==> config.mk <==
export PLATFORM = sky130hd
export DESIGN_NAME = ts_continuity_counter_restamp_unit
export DESIGN_NICKNAME = d
export VERILOG_FILES = /design/src/rtl/tscc_pkg.sv /design/src/rtl/tscc_front.sv /design/src/rtl/tscc_queue.sv /design/src/rtl/tscc_back.sv /design/src/rtl/ts_continuity_counter_restamp_unit.sv
export SDC_FILE = /design/constraint.sdc
export NUM_CORES = 1
export LEC_CHECK = 0
export BUFFER_PORTS_ARGS = -buffer_cell sky130_fd_sc_hd__clkbuf_2
export CAP_MARGIN = 20
export CORE_MARGIN = 3
export CORE_UTILIZATION = 68
export CTS_BUF_LIST = sky130_fd_sc_hd__clkbuf_16
export DETAILED_ROUTE_END_ITERATION = 12
export GPL_ROUTABILITY_DRIVEN = 0
export PLACE_DENSITY = 0.85
export SYNTH_ARGS = -nofsm -noshare
export SYNTH_HDL_FRONTEND = slang
export SYNTH_SLANG_ARGS = --single-unit
==> constraint.sdc <==
create_clock -name clk -period 11.2 [get_ports clk]
set_input_delay 0.56 -clock clk [delete_from_list [all_inputs] [get_ports clk]]
set_output_delay 0.56 -clock clk [all_outputs]
set_load 0.02 [all_outputs]
==> src/rtl/tscc_pkg.sv <==
// shared constants and types for the continuity counter restamp unit
`timescale 1ns / 1ps
`default_nettype none

package tscc_pkg;

    // sizes of the pid table and of one transport packet
    localparam int TABLE_ENTRIES = 32;
    localparam int PACKET_BYTES  = 188;
    localparam int IDX_W = (TABLE_ENTRIES > 1) ? $clog2(TABLE_ENTRIES) : 1;

    // field widths
    localparam int PID_W  = 13;
    localparam int BYTE_W = 8;
    localparam int CC_W   = 4;
    localparam int POS_W  = 8;
    localparam int LDIX_W = 5;

    // stream constants
    localparam logic [PID_W-1:0]  NULL_PID      = 13'h1fff;
    localparam logic [4:0]        PID_HIGH_MASK = 5'h1f;
    localparam logic [BYTE_W-1:0] HIGH_NIBBLE   = 8'hf0;
    localparam logic [CC_W-1:0]   CC_MAX        = 4'd15;

    // item kinds
    localparam logic ACTION_LOAD = 1'b0;
    localparam logic ACTION_BYTE = 1'b1;

    // queue between front and back, depth is a power of two
    localparam int QUEUE_DEPTH = 4;
    localparam int QPTR_W = $clog2(QUEUE_DEPTH);
    localparam int QCNT_W = $clog2(QUEUE_DEPTH + 1);

    // classified item handed from front to back
    typedef struct packed {
        logic                is_load;
        logic [IDX_W-1:0]    idx;
        logic [PID_W-1:0]    pid;
        logic [BYTE_W-1:0]   data;
        logic                restamp;
        logic                last;
    } tscc_work_t;

endpackage

`default_nettype wire

==> src/rtl/tscc_front.sv <==
// front part: tracks packet position, captures the pid, classifies items
`timescale 1ns / 1ps
`default_nettype none

module tscc_front
    import tscc_pkg::*;
(
    input  wire logic                clk,
    input  wire logic                rst_n,
    input  wire logic                push,
    input  wire logic                action,
    input  wire logic [LDIX_W-1:0]   entry_index,
    input  wire logic [PID_W-1:0]    entry_pid,
    input  wire logic [BYTE_W-1:0]   data_byte,
    input  wire logic                q_full,
    output logic                     q_push,
    output tscc_work_t               q_item
);

    logic [POS_W-1:0] pos_reg, pos_next;
    logic [PID_W-1:0] pid_reg, pid_next;
    logic             accept;
    logic             in_range;
    logic             last;

    assign accept   = push && !q_full;
    assign in_range = int'(entry_index) < TABLE_ENTRIES;
    assign last     = pos_reg >= POS_W'(PACKET_BYTES - 1);

    // classify the item and build the queue entry
    always_comb
    begin
        q_item.is_load = (action == ACTION_LOAD);
        q_item.idx     = IDX_W'(entry_index);
        q_item.pid     = (action == ACTION_LOAD) ? entry_pid : pid_reg;
        q_item.data    = data_byte;
        q_item.restamp = (pos_reg == POS_W'(3)) && (pid_reg != NULL_PID);
        q_item.last    = last;
        q_push         = accept && ((action == ACTION_BYTE) || in_range);
    end

    // byte position and pid capture, loads leave them alone
    always_comb
    begin
        pos_next = pos_reg;
        pid_next = pid_reg;
        if (accept && (action == ACTION_BYTE))
        begin
            pos_next = last ? '0 : pos_reg + POS_W'(1);
            if (pos_reg == POS_W'(1))
            begin
                pid_next = {data_byte[4:0] & PID_HIGH_MASK, 8'h00};
            end
            else if (pos_reg == POS_W'(2))
            begin
                pid_next = {pid_reg[PID_W-1:8], data_byte};
            end
        end
    end

    always_ff @(posedge clk or negedge rst_n)
    begin
        if (!rst_n)
        begin
            pos_reg <= '0;
            pid_reg <= '0;
        end
        else
        begin
            pos_reg <= pos_next;
            pid_reg <= pid_next;
        end
    end

endmodule

`default_nettype wire

==> src/rtl/tscc_queue.sv <==
// short first-in first-out queue of classified items
`timescale 1ns / 1ps
`default_nettype none

module tscc_queue
    import tscc_pkg::*;
(
    input  wire logic        clk,
    input  wire logic        rst_n,
    input  wire logic        wr_en,
    input  wire tscc_work_t  wr_item,
    output logic             full,
    input  wire logic        rd_en,
    output tscc_work_t       rd_item,
    output logic             empty
);

    tscc_work_t          slot_reg [QUEUE_DEPTH];
    logic [QPTR_W-1:0]   wptr_reg, wptr_next;
    logic [QPTR_W-1:0]   rptr_reg, rptr_next;
    logic [QCNT_W-1:0]   cnt_reg, cnt_next;
    logic                do_wr, do_rd;

    assign full    = (cnt_reg == QCNT_W'(QUEUE_DEPTH));
    assign empty   = (cnt_reg == '0);
    assign rd_item = slot_reg[rptr_reg];
    assign do_wr   = wr_en && !full;
    assign do_rd   = rd_en && !empty;

    // pointer and fill count update
    always_comb
    begin
        wptr_next = do_wr ? wptr_reg + QPTR_W'(1) : wptr_reg;
        rptr_next = do_rd ? rptr_reg + QPTR_W'(1) : rptr_reg;
        cnt_next  = cnt_reg;
        if (do_wr && !do_rd)
        begin
            cnt_next = cnt_reg + QCNT_W'(1);
        end
        else if (do_rd && !do_wr)
        begin
            cnt_next = cnt_reg - QCNT_W'(1);
        end
    end

    always_ff @(posedge clk or negedge rst_n)
    begin
        if (!rst_n)
        begin
            wptr_reg <= '0;
            rptr_reg <= '0;
            cnt_reg  <= '0;
        end
        else
        begin
            wptr_reg <= wptr_next;
            rptr_reg <= rptr_next;
            cnt_reg  <= cnt_next;
        end
    end

    // payload storage
    always_ff @(posedge clk)
    begin
        if (do_wr)
        begin
            slot_reg[wptr_reg] <= wr_item;
        end
    end

    // fill count never passes the depth
    a_cnt_bound: assert property (@(posedge clk) disable iff (!rst_n)
        cnt_reg <= QCNT_W'(QUEUE_DEPTH))
        else $error("queue count out of range");

    // pointers stay apart by exactly the fill count
    a_ptr_count: assert property (@(posedge clk) disable iff (!rst_n)
        (wptr_reg - rptr_reg) == QPTR_W'(cnt_reg))
        else $error("queue pointers disagree with count");

endmodule

`default_nettype wire

==> src/rtl/tscc_back.sv <==
// back part: pid table, counter restamp and result buffer
`timescale 1ns / 1ps
`default_nettype none

module tscc_back
    import tscc_pkg::*;
(
    input  wire logic                clk,
    input  wire logic                rst_n,
    input  wire logic                q_empty,
    input  wire tscc_work_t          q_item,
    output logic                     q_pop,
    output logic                     empty,
    input  wire logic                pop,
    output logic [BYTE_W-1:0]        out_byte,
    output logic                     unknown_pid,
    output logic                     packet_last
);

    // table state
    logic [PID_W-1:0]         pid_table_reg [TABLE_ENTRIES];
    logic [TABLE_ENTRIES-1:0] valid_reg;
    logic [CC_W-1:0]          cc_reg [TABLE_ENTRIES];

    // two-entry result buffer
    logic [BYTE_W-1:0]        ob_byte_reg [2];
    logic                     ob_unk_reg  [2];
    logic                     ob_last_reg [2];
    logic                     ob_wptr_reg, ob_rptr_reg;
    logic [1:0]               ob_cnt_reg, ob_cnt_next;

    logic [TABLE_ENTRIES-1:0] hit;
    logic [TABLE_ENTRIES-1:0] first_hit;
    logic [TABLE_ENTRIES-1:0] cc_wr;
    logic [CC_W-1:0]          cc_sel;
    logic [CC_W-1:0]          cc_new;
    logic                     found;
    logic                     ob_room;
    logic                     ob_push;
    logic                     ob_pop;
    logic [BYTE_W-1:0]        res_byte;
    logic                     res_unk;

    // output side handshake
    assign empty       = (ob_cnt_reg == 2'd0);
    assign ob_pop      = pop && !empty;
    assign ob_room     = (ob_cnt_reg != 2'd2) || ob_pop;
    assign out_byte    = ob_byte_reg[ob_rptr_reg];
    assign unknown_pid = ob_unk_reg[ob_rptr_reg];
    assign packet_last = ob_last_reg[ob_rptr_reg];

    // loads need no result slot, stream bytes do
    assign q_pop   = !q_empty && (q_item.is_load || ob_room);
    assign ob_push = q_pop && !q_item.is_load;

    // parallel pid match against every valid entry
    always_comb
    begin
        for (int i = 0; i < TABLE_ENTRIES; i++)
        begin
            hit[i] = valid_reg[i] && (pid_table_reg[i] == q_item.pid);
        end
    end

    // lowest matching entry wins
    assign first_hit = hit & (~hit + TABLE_ENTRIES'(1));
    assign found     = |hit;

    // pick that entry's counter and advance it
    always_comb
    begin
        cc_sel = '0;
        for (int i = 0; i < TABLE_ENTRIES; i++)
        begin
            cc_sel = cc_sel | (cc_reg[i] & {CC_W{first_hit[i]}});
        end
    end

    assign cc_new = (cc_sel == CC_MAX) ? '0 : cc_sel + CC_W'(1);
    assign cc_wr  = (ob_push && q_item.restamp) ? first_hit : '0;

    // result item
    always_comb
    begin
        res_byte = q_item.data;
        res_unk  = 1'b0;
        if (q_item.restamp)
        begin
            if (found)
            begin
                res_byte = (q_item.data & HIGH_NIBBLE) | {{(BYTE_W-CC_W){1'b0}}, cc_new};
            end
            else
            begin
                res_unk = 1'b1;
            end
        end
    end

    // table pid storage, entries are only compared once valid
    always_ff @(posedge clk)
    begin
        if (q_pop && q_item.is_load)
        begin
            pid_table_reg[q_item.idx] <= q_item.pid;
        end
    end

    // valid bits and counters
    always_ff @(posedge clk or negedge rst_n)
    begin
        if (!rst_n)
        begin
            valid_reg <= '0;
            for (int i = 0; i < TABLE_ENTRIES; i++)
            begin
                cc_reg[i] <= '0;
            end
        end
        else
        begin
            for (int i = 0; i < TABLE_ENTRIES; i++)
            begin
                if (q_pop && q_item.is_load && (q_item.idx == IDX_W'(i)))
                begin
                    valid_reg[i] <= 1'b1;
                    cc_reg[i]    <= '0;
                end
                else if (cc_wr[i])
                begin
                    cc_reg[i] <= cc_new;
                end
            end
        end
    end

    // result buffer control
    always_comb
    begin
        ob_cnt_next = ob_cnt_reg;
        if (ob_push && !ob_pop)
        begin
            ob_cnt_next = ob_cnt_reg + 2'd1;
        end
        else if (ob_pop && !ob_push)
        begin
            ob_cnt_next = ob_cnt_reg - 2'd1;
        end
    end

    always_ff @(posedge clk or negedge rst_n)
    begin
        if (!rst_n)
        begin
            ob_wptr_reg <= 1'b0;
            ob_rptr_reg <= 1'b0;
            ob_cnt_reg  <= 2'd0;
        end
        else
        begin
            ob_cnt_reg <= ob_cnt_next;
            if (ob_push)
            begin
                ob_wptr_reg <= ~ob_wptr_reg;
            end
            if (ob_pop)
            begin
                ob_rptr_reg <= ~ob_rptr_reg;
            end
        end
    end

    // result buffer payload
    always_ff @(posedge clk)
    begin
        if (ob_push)
        begin
            ob_byte_reg[ob_wptr_reg] <= res_byte;
            ob_unk_reg[ob_wptr_reg]  <= res_unk;
            ob_last_reg[ob_wptr_reg] <= q_item.last;
        end
    end

    // at most one counter advances per cycle
    a_one_cc: assert property (@(posedge clk) disable iff (!rst_n)
        $onehot0(cc_wr))
        else $error("more than one counter advanced");

    // result buffer never overfills
    a_ob_bound: assert property (@(posedge clk) disable iff (!rst_n)
        ob_cnt_reg <= 2'd2)
        else $error("result buffer overflow");

endmodule

`default_nettype wire

==> src/rtl/ts_continuity_counter_restamp_unit.sv <==
// Top level of the transport stream continuity counter restamp unit.
// Input channel is queue-like: an item is taken when push is high and full
// is low. action selects a pid table load (entry_index, entry_pid) or a
// stream byte (data_byte). Loads produce no result; every stream byte
// produces one result item (out_byte, unknown_pid, packet_last).
// Result channel: while empty is low the oldest result is on the ports and
// is taken when pop is high. The front tracks the packet byte position and
// the pid, a four-item queue decouples it from the back, which matches the
// pid against all table entries in parallel and restamps header byte 3.
// A taken byte is registered in the queue, then moved into the result
// buffer and shown on the result ports; stalls on either side hold it.
// Throughput: one item per cycle while the result buffer has room, set by
// the parallel table match and counter update in the back.
// Reset clears the byte position, captured pid, valid bits, counters and
// both queues; table pid values are undefined until loaded.
// When the receiver stalls, the two-entry result buffer and then the
// four-item queue fill, after which full rises and input stalls.
`timescale 1ns / 1ps
`default_nettype none

module ts_continuity_counter_restamp_unit
    import tscc_pkg::*;
(
    input  wire logic                clk,
    input  wire logic                rst_n,
    input  wire logic                push,
    output logic                     full,
    input  wire logic                action,
    input  wire logic [LDIX_W-1:0]   entry_index,
    input  wire logic [PID_W-1:0]    entry_pid,
    input  wire logic [BYTE_W-1:0]   data_byte,
    output logic                     empty,
    input  wire logic                pop,
    output logic [BYTE_W-1:0]        out_byte,
    output logic                     unknown_pid,
    output logic                     packet_last
);

    tscc_work_t wr_item;
    tscc_work_t rd_item;
    logic       q_push;
    logic       q_pop;
    logic       q_full;
    logic       q_empty;

    assign full = q_full;

    // classify incoming items
    tscc_front u_front (
        .clk         (clk),
        .rst_n       (rst_n),
        .push        (push),
        .action      (action),
        .entry_index (entry_index),
        .entry_pid   (entry_pid),
        .data_byte   (data_byte),
        .q_full      (q_full),
        .q_push      (q_push),
        .q_item      (wr_item)
    );

    // decoupling queue
    tscc_queue u_queue (
        .clk     (clk),
        .rst_n   (rst_n),
        .wr_en   (q_push),
        .wr_item (wr_item),
        .full    (q_full),
        .rd_en   (q_pop),
        .rd_item (rd_item),
        .empty   (q_empty)
    );

    // table match, restamp and result buffer
    tscc_back u_back (
        .clk         (clk),
        .rst_n       (rst_n),
        .q_empty     (q_empty),
        .q_item      (rd_item),
        .q_pop       (q_pop),
        .empty       (empty),
        .pop         (pop),
        .out_byte    (out_byte),
        .unknown_pid (unknown_pid),
        .packet_last (packet_last)
    );

endmodule

`default_nettype wire
==> impl_metrics.py <==
metrics = {
    "clocking": {
        "cts_resized": 0,
        "cts_max_level": 3,
        "holdBufCountCts": 0,
        "worstSkewPairLatency_ps": 640,
        "cts_root_buf": "clkbuf_16",
        "cts_made_buffers": 74,
        "path_clk_slew_ps": 70,
        "post_cts_buffers": 0,
        "cts_tree": "built",
        "clockBufferDepth": 3,
        "clkSinkCount": 744,
    },
    "synth": {
        "yosysSeqAreaShare_pct": 61.99,
        "synth_fp_nets": 2574,
        "synthArstFlopShare_pct": 25.81,
        "ys_ff_latch": 744,
        "synth_top_area_share_pct": 48.06,
        "synth_area_per_cell_um2": 13.62,
        "synth_edf_count": 552,
        "synthDistinctLibCells": 103,
        "yosys_warnings": 0,
        "netlist_area_um2": 34490,
        "yosys-top-cells-area": "edfxtp_1 48%, dfrtp_1 14%, xnor2_1 8.9%, mux4_2 1.9%, xor2_1 1.9%",
        "synthCells": 2532,
        "synth_flop_cell": "edfxtp_1",
        "yosys.area.top_type": "edfxtp_1",
    },
    "worst_setup_path": {
        "path_cells": "buf_4, mux4_4, buf_4, xnor2_1, nand4_1, nor4_2, nor4_1, nor4bb_1, buf_4, and3_1, a32o_1, nor4_2, nand3_2, ha_1, xnor2_2, buf_4, mux2i_1",
        "cp_max_fo": 50,
        "crit_path_top_delay_cell": "dfrtp_4",
        "r2r_end": "u_back.ob_byte_reg[0][2]",
        "cpMostUsedCell": "buf_4",
        "cp-end-kind": "register",
        "criticalPathCategory": "register to register",
        "r2r_cells": 17,
        "r2r-start": "u_queue.rptr_reg[0]",
        "cp.required_ps": 11560,
        "ff2ff_setup_slack_ps": 3670,
        "critical_path_arrival_ps": 7890,
        "startpoint_type": "register",
        "max_stage_delay_ps": 880,
    },
    "final_layout": {
        "largest_reg_flops": 416,
        "final_common_cell": "edfxtp_1",
        "final_area_um2": 37620,
        "final_nets": 2635,
        "drive_gt1_share_pct": 13.73,
        "final_cell_mix": "552 x edfxtp_1, 352 x xnor2_1, 190 x dfrtp_1",
        "num-fill-cells": 2750,
        "syn_to_final_growth_pct": 9.092,
    },
    "detailed_routing": {
        "post-route-drc-count": 0,
        "wl_per_cell_um": 27.47,
        "first_iter_violations": 3548,
        "vias": 22920,
        "drt-vias-per-instance": 6.906,
        "ant_nets": 0,
        "detail_route.wirelength_um": 91160,
        "detail_route.first_pass.iterations": 7,
    },
    "place": {
        "portBuffers": 42,
        "placed_cell_area_um2": 35210,
        "post-dp-hpwl_um": 58010,
    },
    "grt": {
        "grt_max_degree": 92,
        "grt_use_total_pct": 34.55,
        "antenna_found_initial": 0,
        "grt_remaining_overflow": 0,
        "grt_first_pass_wirelength_um": 138700,
        "grt_pass1_vias": 23120,
    },
    "power_and_ir_drop": {
        "power_leakage_nw": 13.39,
        "finalPower_mw": 10.07,
        "irDropWorstVdd_uv": 242.9,
        "p_per_area_nw_per_um2": 267.6,
    },
    "timing": {
        "fin_skew_ps": 32.50,
        "fin_crit_ps": 7531,
        "period_share_pct": 67.24,
        "fin_tns_setup_ps": 0,
        "whs_ps": -2.409,
        "final_max_slew_viol_count": 0,
        "hold_viol": 2,
        "relSlewSlack_pct": 16.16,
        "rsz0062_at_grt": "false",
        "setup_violations": 0,
        "fmax_mhz": 132.8,
        "tightest_slew_ps": 1254,
    },
    "die": {
        "start_util_pct": 69.59,
        "die_h_um": 231.2,
        "die_w_um": 231.2,
        "ios": 43,
        "fp.coreArea_um2": 49560,
        "rows": 81,
        "dieArea_um2": 53460,
    },
    "job": {
        "drv_cap": 0,
    },
    "status": {
        "violations": "negative hold slack",
        "outcome": "finished with violations",
    },
    "worst_hold_path": {
        "hold_path.class": "primary input to asynchronous set/reset pin",
    },
}
[power breakdown]
part | leakage [nW] | internal, mW | switching [mW] | total [mW]
clock network | 1.26 | 1.42 | 1.06 | 2.48
logic | 4.62 | 1.22 | 2.36 | 3.58
registers | 7.51 | 3.73 | 0.278 | 4.01
total | 13.4 | 6.37 | 3.70 | 10.1
[synth_stat cells, types with 12 or more instances]
cell type,count
a21oi_1,36
a22oi_1,14
a31o_1,16
a31oi_1,12
and2_1,19
and3_1,33
buf_2,32
buf_4,15
buf_6,26
clkbuf_1,22
dfrtp_1,192
edfxtp_1,552
inv_1,68
mux2_2,49
mux2i_1,28
mux4_2,29
nand2_1,156
nand2b_1,48
nand3_1,91
nand3b_1,18
nand4_1,82
nor2_1,87
nor2b_1,13
nor3_1,42
nor4_1,27
o21ai_0,102
o21ai_2,21
o22ai_1,14
xnor2_1,352
xor2_1,74
[worst max-delay path by stage]
stage               slack, ps                       end                 from  cells past startpoint
floorplan                6600  u_back.ob_byte_reg[0][3]  u_queue.rptr_reg[0]                     20
global placement         4130  u_back.ob_byte_reg[0][2]  u_queue.rptr_reg[0]                     17
detailed placement       3900  u_back.ob_byte_reg[0][2]  u_queue.rptr_reg[0]                     17
CTS                      3840  u_back.ob_byte_reg[0][2]  u_queue.rptr_reg[0]                     17
global route             3380  u_back.ob_byte_reg[0][2]  u_queue.rptr_reg[0]                     17
finish                   3670  u_back.ob_byte_reg[0][2]  u_queue.rptr_reg[0]                     17
[kinds of logic (layout without fill, tap and decap cells)]
family,Yosys count,after routing,synth area share (%)
adder cells (fa/ha/maj),11,11,0.4208
other,0,2,0
flip-flops,744,744,61.99
AO/OA/AOI/OAI,350,350,7.238
buffers and inverters,174,294,2.957
AND/OR/NAND/NOR,707,707,11.53
multiplexers,117,117,4.898
XOR/XNOR,429,429,10.96
[critical path: cells and delay by family, from the launching register on]
kind / cells / cell delay, ps
and+or+nand+nor: 7 / 2250
buffers and inverters: 4 / 1660
muxes: 2 / 1040
DFF: 1 / 880
xor gates and xnor gates: 2 / 720
adders and majority gates: 1 / 340
AOI/OAI and AO/OA: 1 / 250
[metrics by stage]
stage / setup slack (ps) / cells / utilization, % / hold WS, ps
global placement: 4126 / 3179 / 71.04 / 448.9
CTS: 3835 / 3314 / 75.88 / 18.18
floorplan: 6602 / 2532 / - / 264.4
finish: 3669 / 3318 / 75.92 / -2.409
global route: 3379 / 3316 / 75.91 / 44.89
detailed placement: 3903 / 3179 / 71.04 / 450.4
[layer usage]
layer  track usage [%]  part of all wire, %  vias up  routed length (µm)
met4             16.11                  5.2        0                4697
met2             53.21                   45     1729               41410
li1                  -                    -     9549                   -
met3             9.157                   13      393               11690
met5                 0                    0        -                   0
met1             46.67                   37    11240               33360
[cell type report]
type                    instances  area [µm²]  area share (%)
multi-input cells            1614       12160           32.33
clock buffers                  76        1902           5.055
repair buffers                 89       569.3           1.513
well taps                     664       830.8           2.208
flip-flops and latches        744       21390           56.85
diodes                          2       5.005         0.01330
clock inverters                59       499.2           1.327
inverters                      70       265.3          0.7050
Note: power is estimated with default switching activity, not from simulation.
